[config.mk]
export PLATFORM = sky130hd
export DESIGN_NAME = tolerant_level_run_segmenter
export DESIGN_NICKNAME = d
export VERILOG_FILES = /design/src/rtl/tlrs_pkg.sv /design/src/rtl/tlrs_mod_unit.sv /design/src/rtl/tlrs_out_fifo.sv /design/src/rtl/tolerant_level_run_segmenter.sv
export SDC_FILE = /design/constraint.sdc
export NUM_CORES = 2
export LEC_CHECK = 0
export ABC_AREA = 1
export BUFFER_PORTS_ARGS = -buffer_cell sky130_fd_sc_hd__buf_2
export CORE_MARGIN = 5
export CORE_UTILIZATION = 35
export CTS_CLUSTER_DIAMETER = 40
export CTS_CLUSTER_SIZE = 8
export DETAILED_ROUTE_END_ITERATION = 7
export SYNTH_ARGS = -nofsm -noshare
export SYNTH_HDL_FRONTEND = slang
export SYNTH_SLANG_ARGS = --single-unit
export TNS_END_PERCENT = 10
[constraint.sdc]
create_clock -name clk -period 5.71 [get_ports clk]
set_clock_uncertainty 0.15 [all_clocks]
set_input_delay 1.142 -clock clk [delete_from_list [all_inputs] [get_ports clk]]
set_output_delay 1.142 -clock clk [all_outputs]
set_load 0.02 [all_outputs]
[src/rtl/tlrs_pkg.sv]
// types, constants and helpers of the tolerant level run segmenter
package tlrs_pkg;

    localparam int INDEX_BITS = 32;
    localparam int POS_W      = 32;
    localparam int RUN_W      = 32;
    localparam int CORR_W     = 33;
    localparam int ERR_W      = 33;
    localparam int SMP_W      = 11;
    localparam int RAW_W      = 16;
    localparam int GAP_W      = INDEX_BITS + 2;
    localparam int CFG_IDX_W  = 3;
    localparam int CFG_DATA_W = 32;
    localparam int DIV_STEPS  = RUN_W;
    localparam int DIV_CNT_W  = $clog2(DIV_STEPS + 1);

    localparam logic [SMP_W-1:0] CLAMP_MAX = 11'd1200;

    typedef enum logic [CFG_IDX_W-1:0] {
        CFG_UPPER  = 3'd0,
        CFG_LOWER  = 3'd1,
        CFG_MINRUN = 3'd2,
        CFG_ALLOW  = 3'd3,
        CFG_CORR   = 3'd4,
        CFG_MERGE  = 3'd5,
        CFG_FIRST  = 3'd6
    } cfg_idx_t;

    typedef struct packed {
        logic              start;
        logic [RUN_W-1:0]  dividend;
        logic [CORR_W-1:0] divisor;
    } mod_req_t;

    typedef struct packed {
        logic done;
        logic rem_zero;
    } mod_rsp_t;

    typedef struct packed {
        logic [POS_W-1:0] seg_start;
        logic [POS_W-1:0] seg_end;
        logic             no_segment;
        logic             record_done;
    } out_item_t;

    function automatic logic [POS_W-1:0] pos_out(input logic [INDEX_BITS-1:0] x);
        logic [63:0] w;
        w = 64'(x);
        return w[POS_W-1:0];
    endfunction

endpackage

[src/rtl/tlrs_mod_unit.sv]
// shared restoring remainder unit, one quotient bit per cycle
module tlrs_mod_unit (
    input  logic               clk,
    input  logic               rst_n,
    input  tlrs_pkg::mod_req_t req,
    output tlrs_pkg::mod_rsp_t rsp
);
    import tlrs_pkg::*;

    logic [CORR_W-1:0]    rem_reg, rem_next;
    logic [RUN_W-1:0]     dvd_reg, dvd_next;
    logic [CORR_W-1:0]    div_reg, div_next;
    logic [DIV_CNT_W-1:0] cnt_reg, cnt_next;
    logic                 done_reg, done_next;
    logic [CORR_W:0]      trial;

    always_comb
    begin
        rem_next  = rem_reg;
        dvd_next  = dvd_reg;
        div_next  = div_reg;
        cnt_next  = cnt_reg;
        done_next = 1'b0;
        trial     = {rem_reg, dvd_reg[RUN_W-1]};
        if (req.start)
        begin
            rem_next = '0;
            dvd_next = req.dividend;
            div_next = req.divisor;
            cnt_next = DIV_CNT_W'(DIV_STEPS);
        end
        else if (cnt_reg != '0)
        begin
            if (trial >= {1'b0, div_reg})
            begin
                rem_next = CORR_W'(trial - {1'b0, div_reg});
            end
            else
            begin
                rem_next = trial[CORR_W-1:0];
            end
            dvd_next = {dvd_reg[RUN_W-2:0], 1'b0};
            cnt_next = cnt_reg - 1'b1;
            done_next = (cnt_reg == DIV_CNT_W'(1));
        end
    end

    always_ff @(posedge clk or negedge rst_n)
    begin
        if (!rst_n)
        begin
            cnt_reg  <= '0;
            done_reg <= 1'b0;
        end
        else
        begin
            cnt_reg  <= cnt_next;
            done_reg <= done_next;
        end
    end

    always_ff @(posedge clk)
    begin
        rem_reg <= rem_next;
        dvd_reg <= dvd_next;
        div_reg <= div_next;
    end

    assign rsp.done     = done_reg;
    assign rsp.rem_zero = (rem_reg == '0);

endmodule

[src/rtl/tlrs_out_fifo.sv]
// two-entry result queue between the sequencer and the output channel
module tlrs_out_fifo (
    input  logic                clk,
    input  logic                rst_n,
    input  logic                push,
    input  tlrs_pkg::out_item_t push_item,
    output logic                full,
    input  logic                pop,
    output logic                not_empty,
    output tlrs_pkg::out_item_t head
);
    import tlrs_pkg::*;

    out_item_t  slot_reg [2];
    logic       wr_ptr_reg, wr_ptr_next;
    logic       rd_ptr_reg, rd_ptr_next;
    logic [1:0] count_reg, count_next;
    logic       do_push, do_pop;

    assign full      = (count_reg == 2'd2);
    assign not_empty = (count_reg != 2'd0);
    assign do_push   = push && !full;
    assign do_pop    = pop && not_empty;
    assign head      = slot_reg[rd_ptr_reg];

    always_comb
    begin
        wr_ptr_next = wr_ptr_reg ^ do_push;
        rd_ptr_next = rd_ptr_reg ^ do_pop;
        count_next  = count_reg;
        unique case ({do_push, do_pop})
            2'b10:   count_next = count_reg + 2'd1;
            2'b01:   count_next = count_reg - 2'd1;
            default: count_next = count_reg;
        endcase
    end

    always_ff @(posedge clk or negedge rst_n)
    begin
        if (!rst_n)
        begin
            wr_ptr_reg <= 1'b0;
            rd_ptr_reg <= 1'b0;
            count_reg  <= 2'd0;
        end
        else
        begin
            wr_ptr_reg <= wr_ptr_next;
            rd_ptr_reg <= rd_ptr_next;
            count_reg  <= count_next;
        end
    end

    always_ff @(posedge clk)
    begin
        if (do_push)
        begin
            slot_reg[wr_ptr_reg] <= push_item;
        end
    end

endmodule

[src/rtl/tolerant_level_run_segmenter.sv]
// top level: sample sequencer, run state and configuration registers
//
//  channel | direction | handshake          | payload
//  s_      | in        | s_tvalid/s_tready  | tdata: sample; tlast: last_sample
//  m_      | out       | m_tvalid/m_tready  | tdata: seg_start, seg_end;
//          |           |                    | tuser: no_segment; tlast: record_done
//  cfg_    | in        | cfg_we             | cfg_index, cfg_wdata
//
//  an in-band or absorbed sample passes through accept, evaluate, the 32 steps of the
//  shared remainder unit and its done flag, forgive and queue; other samples go from
//  evaluate to queue; a record's last item then adds a state for its closing result
//  results pass through a two-entry queue, so the next item is taken while one waits
//  a full queue holds the sequencer in its push states until the output side drains
//  reset clears all run state; configuration resets to its default values
module tolerant_level_run_segmenter (
    input  logic                             clk,
    input  logic                             rst_n,
    input  logic                             s_tvalid,
    output logic                             s_tready,
    input  logic [15:0]                      s_tdata,   // sample
    input  logic                             s_tlast,   // last_sample
    output logic                             m_tvalid,
    input  logic                             m_tready,
    output logic [63:0]                      m_tdata,   // seg_start, seg_end
    output logic                             m_tuser,   // no_segment
    output logic                             m_tlast,   // record_done
    input  logic                             cfg_we,
    input  logic [tlrs_pkg::CFG_IDX_W-1:0]   cfg_index,
    input  logic [tlrs_pkg::CFG_DATA_W-1:0]  cfg_wdata
);
    import tlrs_pkg::*;

    typedef enum logic [5:0] {
        ST_IDLE   = 6'b000001,
        ST_EVAL   = 6'b000010,
        ST_DIV    = 6'b000100,
        ST_APPLY  = 6'b001000,
        ST_PUSH_A = 6'b010000,
        ST_PUSH_B = 6'b100000
    } state_t;

    localparam logic [RUN_W-1:0]  RUN_MAX  = {RUN_W{1'b1}};
    localparam logic [CORR_W-1:0] CORR_MAX = {CORR_W{1'b1}};
    localparam logic [ERR_W-1:0]  ERR_MIN  = {1'b1, {(ERR_W-1){1'b0}}};

    state_t state_reg, state_next;

    logic [10:0]     upper_reg;
    logic [11:0]     lower_reg;
    logic [15:0]     minrun_reg, allow_reg, corr_start_reg, merge_reg;
    logic [31:0]     first_reg;

    logic [INDEX_BITS-1:0] idx_reg, idx_next;
    logic                  in_run_reg, in_run_next;
    logic [RUN_W-1:0]      run_reg, run_next;
    logic [CORR_W-1:0]     corr_reg, corr_next;
    logic signed [ERR_W-1:0] err_reg, err_next;
    logic [RUN_W-1:0]      streak_reg, streak_next;
    logic [INDEX_BITS-1:0] run_start_reg, run_start_next;
    logic                  held_reg, held_next;
    logic [INDEX_BITS-1:0] held_start_reg, held_start_next;
    logic [INDEX_BITS-1:0] held_end_reg, held_end_next;
    logic                  emit_a_reg, emit_a_next;
    logic [INDEX_BITS-1:0] a_start_reg, a_start_next;
    logic [INDEX_BITS-1:0] a_end_reg, a_end_next;
    logic [SMP_W-1:0]      smp_reg, smp_next;
    logic                  last_reg, last_next;

    logic                  s_fire;
    logic signed [RAW_W-1:0] raw;
    logic [SMP_W-1:0]      clamped;
    logic                  in_band, absorb, close_ok, merge_ok;
    logic [RUN_W-1:0]      run_inc;
    logic [CORR_W-1:0]     corr_eff;
    logic [INDEX_BITS-1:0] end_pos;
    logic signed [GAP_W-1:0] gap;
    logic                  hit;

    mod_req_t  mod_req;
    mod_rsp_t  mod_rsp;
    out_item_t push_item, head;
    logic      push, fifo_full, fifo_not_empty;

    tlrs_mod_unit u_mod (
        .clk   (clk),
        .rst_n (rst_n),
        .req   (mod_req),
        .rsp   (mod_rsp)
    );

    tlrs_out_fifo u_fifo (
        .clk       (clk),
        .rst_n     (rst_n),
        .push      (push),
        .push_item (push_item),
        .full      (fifo_full),
        .pop       (m_tready),
        .not_empty (fifo_not_empty),
        .head      (head)
    );

    assign s_tready = (state_reg == ST_IDLE);
    assign s_fire   = s_tvalid && s_tready;
    assign m_tvalid = fifo_not_empty;
    assign m_tdata  = {head.seg_end, head.seg_start};
    assign m_tuser  = head.no_segment;
    assign m_tlast  = head.record_done;

    // clamp to 0..1200
    assign raw = $signed(s_tdata);
    always_comb
    begin
        priority if (raw < 0)
        begin
            clamped = '0;
        end
        else if (raw > $signed({5'b0, CLAMP_MAX}))
        begin
            clamped = CLAMP_MAX;
        end
        else
        begin
            clamped = raw[SMP_W-1:0];
        end
    end

    assign corr_eff = (idx_reg == '0) ? CORR_W'(corr_start_reg) : corr_reg;
    assign run_inc  = (run_reg == RUN_MAX) ? run_reg : run_reg + 1'b1;
    assign in_band  = (smp_reg < upper_reg) &&
                      ($signed({2'b00, smp_reg}) > $signed({lower_reg[11], lower_reg}));
    assign absorb   = in_run_reg && (err_reg < $signed(ERR_W'(allow_reg)));
    assign close_ok = in_run_reg && ((run_reg >= RUN_W'(minrun_reg)) ||
                      (!held_reg && (run_reg >= first_reg)));
    assign end_pos  = idx_reg - INDEX_BITS'(streak_reg);
    assign gap      = $signed({2'b00, run_start_reg}) - $signed({2'b00, held_end_reg});
    assign merge_ok = held_reg && (gap < $signed(GAP_W'(merge_reg)));
    assign hit      = (corr_reg != '0) && (run_reg >= RUN_W'(minrun_reg)) &&
                      ({1'b0, run_reg} >= corr_reg) && mod_rsp.rem_zero;

    always_comb
    begin
        state_next      = state_reg;
        idx_next        = idx_reg;
        in_run_next     = in_run_reg;
        run_next        = run_reg;
        corr_next       = corr_reg;
        err_next        = err_reg;
        streak_next     = streak_reg;
        run_start_next  = run_start_reg;
        held_next       = held_reg;
        held_start_next = held_start_reg;
        held_end_next   = held_end_reg;
        emit_a_next     = emit_a_reg;
        a_start_next    = a_start_reg;
        a_end_next      = a_end_reg;
        smp_next        = smp_reg;
        last_next       = last_reg;
        mod_req.start    = 1'b0;
        mod_req.dividend = run_inc;
        mod_req.divisor  = corr_eff;
        push             = 1'b0;
        push_item.seg_start   = pos_out(held_start_reg);
        push_item.seg_end     = pos_out(held_end_reg);
        push_item.no_segment  = 1'b0;
        push_item.record_done = 1'b1;

        unique case (state_reg)
            ST_IDLE:
            begin
                if (s_fire)
                begin
                    smp_next   = clamped;
                    last_next  = s_tlast;
                    state_next = ST_EVAL;
                end
            end
            ST_EVAL:
            begin
                emit_a_next = 1'b0;
                corr_next   = corr_eff;
                idx_next    = idx_reg + 1'b1;
                state_next  = ST_PUSH_A;
                priority if (in_band)
                begin
                    if (!in_run_reg)
                    begin
                        run_start_next = idx_reg;
                        in_run_next    = 1'b1;
                    end
                    run_next    = run_inc;
                    corr_next   = (corr_eff == CORR_MAX) ? corr_eff : corr_eff + 1'b1;
                    streak_next = '0;
                    mod_req.start   = 1'b1;
                    mod_req.divisor = (corr_eff == CORR_MAX) ? corr_eff : corr_eff + 1'b1;
                    state_next  = ST_DIV;
                end
                else if (absorb)
                begin
                    run_next    = run_inc;
                    err_next    = err_reg + 1'b1;
                    streak_next = (streak_reg == RUN_MAX) ? streak_reg : streak_reg + 1'b1;
                    mod_req.start = 1'b1;
                    state_next  = ST_DIV;
                end
                else if (close_ok)
                begin
                    in_run_next = 1'b0;
                    if (merge_ok)
                    begin
                        held_end_next = end_pos;
                    end
                    else
                    begin
                        emit_a_next     = held_reg;
                        a_start_next    = held_start_reg;
                        a_end_next      = held_end_reg;
                        held_next       = 1'b1;
                        held_start_next = run_start_reg;
                        held_end_next   = end_pos;
                    end
                    run_next    = '0;
                    err_next    = '0;
                    streak_next = '0;
                end
                else if (in_run_reg)
                begin
                    in_run_next = 1'b0;
                    run_next    = '0;
                    err_next    = '0;
                    streak_next = '0;
                end
                else
                begin
                    in_run_next = in_run_reg;
                end
            end
            ST_DIV:
            begin
                if (mod_rsp.done)
                begin
                    state_next = ST_APPLY;
                end
            end
            ST_APPLY:
            begin
                if (hit && (err_reg != $signed(ERR_MIN)))
                begin
                    err_next = err_reg - 1'b1;
                end
                state_next = ST_PUSH_A;
            end
            ST_PUSH_A:
            begin
                push_item.seg_start   = pos_out(a_start_reg);
                push_item.seg_end     = pos_out(a_end_reg);
                push_item.record_done = 1'b0;
                if (!emit_a_reg || !fifo_full)
                begin
                    push        = emit_a_reg;
                    emit_a_next = 1'b0;
                    state_next  = last_reg ? ST_PUSH_B : ST_IDLE;
                end
            end
            ST_PUSH_B:
            begin
                if (!held_reg)
                begin
                    push_item.seg_start  = '0;
                    push_item.seg_end    = '0;
                    push_item.no_segment = 1'b1;
                end
                if (!fifo_full)
                begin
                    push            = 1'b1;
                    idx_next        = '0;
                    in_run_next     = 1'b0;
                    run_next        = '0;
                    corr_next       = CORR_W'(corr_start_reg);
                    err_next        = '0;
                    streak_next     = '0;
                    run_start_next  = '0;
                    held_next       = 1'b0;
                    held_start_next = '0;
                    held_end_next   = '0;
                    state_next      = ST_IDLE;
                end
            end
            default:
            begin
                state_next = ST_IDLE;
            end
        endcase
    end

    always_ff @(posedge clk or negedge rst_n)
    begin
        if (!rst_n)
        begin
            state_reg      <= ST_IDLE;
            idx_reg        <= '0;
            in_run_reg     <= 1'b0;
            run_reg        <= '0;
            corr_reg       <= CORR_W'(50);
            err_reg        <= '0;
            streak_reg     <= '0;
            run_start_reg  <= '0;
            held_reg       <= 1'b0;
            held_start_reg <= '0;
            held_end_reg   <= '0;
            emit_a_reg     <= 1'b0;
            last_reg       <= 1'b0;
        end
        else
        begin
            state_reg      <= state_next;
            idx_reg        <= idx_next;
            in_run_reg     <= in_run_next;
            run_reg        <= run_next;
            corr_reg       <= corr_next;
            err_reg        <= err_next;
            streak_reg     <= streak_next;
            run_start_reg  <= run_start_next;
            held_reg       <= held_next;
            held_start_reg <= held_start_next;
            held_end_reg   <= held_end_next;
            emit_a_reg     <= emit_a_next;
            last_reg       <= last_next;
        end
    end

    always_ff @(posedge clk)
    begin
        smp_reg     <= smp_next;
        a_start_reg <= a_start_next;
        a_end_reg   <= a_end_next;
    end

    // configuration registers
    always_ff @(posedge clk or negedge rst_n)
    begin
        if (!rst_n)
        begin
            upper_reg      <= 11'd1201;
            lower_reg      <= 12'hFFF;
            minrun_reg     <= 16'd50;
            allow_reg      <= 16'd5;
            corr_start_reg <= 16'd50;
            merge_reg      <= 16'd500;
            first_reg      <= 32'd50;
        end
        else if (cfg_we)
        begin
            unique case (cfg_index)
                CFG_UPPER:  upper_reg      <= cfg_wdata[10:0];
                CFG_LOWER:  lower_reg      <= cfg_wdata[11:0];
                CFG_MINRUN: minrun_reg     <= cfg_wdata[15:0];
                CFG_ALLOW:  allow_reg      <= cfg_wdata[15:0];
                CFG_CORR:   corr_start_reg <= cfg_wdata[15:0];
                CFG_MERGE:  merge_reg      <= cfg_wdata[15:0];
                CFG_FIRST:  first_reg      <= cfg_wdata[31:0];
                default:    upper_reg      <= upper_reg;
            endcase
        end
    end

endmodule

==> impl_metrics.toml <==
[timing]
fin_crit_sh = 0.772
final_max_slew_viol_count = 0
fmax_ghz = 0.227
setup_viol = 0
finalCriticalPeriod_ns = 4.41
setup_tns_ns = 0
rsz0062_at_grt = "no"
max_slew_margin = 0.290
final_hold_viol_count = 0
fin_ws_ns = 1.30
holdWs_ns = 0.193
worst_pin_slew_ns = 1.06

[status]
status = "finished, final reports clean"

[synth]
async_reset_ff_frac = 0.566
ys_ff_latch = 703
yosysUniqueCellTypes = 66
synth.net_count = 5894
synthXorXnorAreaFrac = 0.0331
synth_area_per_cell_um2 = 7.66
synth-simple-area-share = 0.262
ys.flop_type = "dfrtp_1"
synthMuxAreaShare = 0
synth_edf_count = 272
synthCells = 5594
seq_area_frac_synth = 0.440
yosys_warnings = 0
synth_top_family_by_area = "simple AND/OR/NAND/NOR gates"
syn_area_um2 = 42800
synth_fa_ha_area_frac = 0.0715
synth_compound_area_frac = 0.110

[power]
leakage_nw = 23.4
cellPowerDensity_nw_per_um2 = 482
irDropWorstVdd_v = 0.000385

[worst_setup_path]
worstSetupStartpointType = "register"
cp_cell_sequence = "inv_1, ha_1, fa_1, inv_1, nand3_1, nand2_1, nand3_1, nand3b_1, xor2_1, ha_1, inv_1, o31a_1, nand2_1, nand2_1, nand2_1, nand2_1, nand2_1, nor2_1, nand3_1, nand2_1, nand2_1, nand2_1, inv_2, buf_12"
timing.critical_path.mode_cell = "nand2_1"
r2r-start = "run_start_reg[0]"
ff2ff_setup_slack_ns = 1.30
rr_endpoint = "a_start_reg[3]"
cp_max_fo = 40
critPathArrivalTime_ns = 4.67
criticalPathCategory = "register to register"
cp_slowest_cell = "inv_2"
cp.required_ns = 5.98
crit_path_max_incr_delay_ns = 0.46
end_kind = "register"
reg2regPathDepth = 24

[cts]
clk_latency_ns = 0.75
numCtsBuffers = 136
cts_tree = "built"
cts_sinks = 703
postCtsHoldBufs = 0
clk_pin_slew_ns = 0.05
cts.path.max_buffers = 3
cts_resized = 0
cts_root_buf = "clkbuf_16"
htreeDepth = 4
post_cts_buffers = 0

[detailed_routing]
drt-vias-per-instance = 5.09
drtPass1Iterations = 8
drt-initial-drc-count = 3417
antenna_left = 0
wl_per_cell_um = 17.6
drc_errors = 0
vias = 38000
wirelength_um = 132000

[global_routing]
grt_pass1_wl_um = 206000
gr-usage-all-layers = 0.198
grt_pass1_vias = 36100
grt_overflow = 0
grt_start_max_net_pins = 119
antenna_found_initial = 4

[layout]
nNetsFinal = 6032
layout-drive-gt1-share = 0.0879
multi_input_area_um2 = 20500
nFillCells = 12400
largest_register_ffs = 132
final_cell_mix = "nand2_1 (1621), inv_1 (733), nor2_1 (470), o21ai_0 (447), dfrtp_1 (359)"
stdcell_area_um2 = 49600
syn2layout_area_growth_pct = 15.9
final_common_cell = "nand2_1"
antennaDiodeCount = 0
layout.area.seq_um2 = 18800

[floorplan]
fp.dieH_um = 360
coreArea_um2 = 122000
die_w_um = 360
row_count = 128
start_util = 0.352
num_io_pins = 125
die_area_um2 = 129000

[placed_design]
pre_cts_ws_ns = 1.38
hpwl_um = 95800
io_buffers = 124
place_congestion = 0.983
postPlaceCellArea_um2 = 45200

[hold_path]
hp-class = "input pin to asynchronous set/reset pin"

[flow_run]
maxCapViolCount = 0
[metal layers]
layer	global-route usage	routed length [um]	vias to the layer above
li1	-	-	18600
met1	0.266	58400	18000
met2	0.324	60900	1155
met3	0.0346	8010	240
met4	0.0661	4240	2
met5	0	11	-
[stage by stage]
step	instances	total power, mW	util
after floorplan	5594	13.4	-
after global placement	7219	16.0	0.371
after detailed placement	7219	16.1	0.371
after CTS	7473	24.0	0.408
after global routing	7473	25.5	0.408
final	7473	23.9	0.408
[worst max-delay path by stage]
stage                startpoint           endpoint  slack [ns]  cells after the start
6_report       run_start_reg[0]     a_start_reg[3]        1.30                     24
5_1_grt              idx_reg[1]  u_mod.div_reg[25]        0.96                     17
4_1_cts        run_start_reg[0]    a_start_reg[14]        1.36                     27
3_5_place_dp   run_start_reg[0]       a_end_reg[1]        1.38                     24
3_3_place_gp   run_start_reg[0]       a_end_reg[1]        1.42                     24
2_1_floorplan  run_start_reg[0]       a_end_reg[0]        1.19                     23
[cell type report]
cell class / instances / share of cell area
multi-input combinational: 3967 / 0.412
sequential: 703 / 0.379
clock buffer: 199 / 0.0772
inverter: 759 / 0.0574
tap: 1625 / 0.0410
timing repair buffer: 165 / 0.0202
clock inverter: 55 / 0.0125
[logic make-up after synthesis]
kind of cell | Yosys count
and+or+nand+nor | 2693
buffers and inverters | 924
AOI/OAI and AO/OA | 869
DFF | 703
adders and majority gates | 243
xor gates and xnor gates | 162
[critical path: cells and delay by family, from the launching register on]
| family | cells | cell delay [ns] |
|---|---|---|
| AND/OR/NAND/NOR | 14 | 1.23 |
| XOR/XNOR | 1 | 0.10 |
| buffers and inverters | 5 | 0.99 |
| flip-flops | 1 | 0.35 |
| adder cells (fa/ha/maj) | 3 | 0.92 |
| AO/OA/AOI/OAI | 1 | 0.26 |
[power by group]
part           internal (mW)  leakage (nW)  switching, mW  total [mW]
registers               6.23          7.92          0.651        6.88
clock network           5.00          2.15           2.75        7.75
logic                   2.94          13.3           6.34        9.29
total                   14.2          23.4           9.75        23.9
[cell usage after synthesis (all sizes together) (38+ instances only)]
cell / number / share of area
dfrtp: 360 / 0.21
o21ai: 478 / 0.056
dfstp: 38 / 0.023
nand4: 87 / 0.013
ha: 240 / 0.070
nand3: 251 / 0.030
edfxtp: 272 / 0.19
xor2: 135 / 0.028
nor4: 58 / 0.0088
clkbuf: 105 / 0.0093
a21oi: 245 / 0.029
inv: 757 / 0.066
nor2: 493 / 0.045
nor3: 125 / 0.015
nand2: 1650 / 0.15
buf: 60 / 0.0079
No activity file was read; power rests on OpenSTA's default activity.
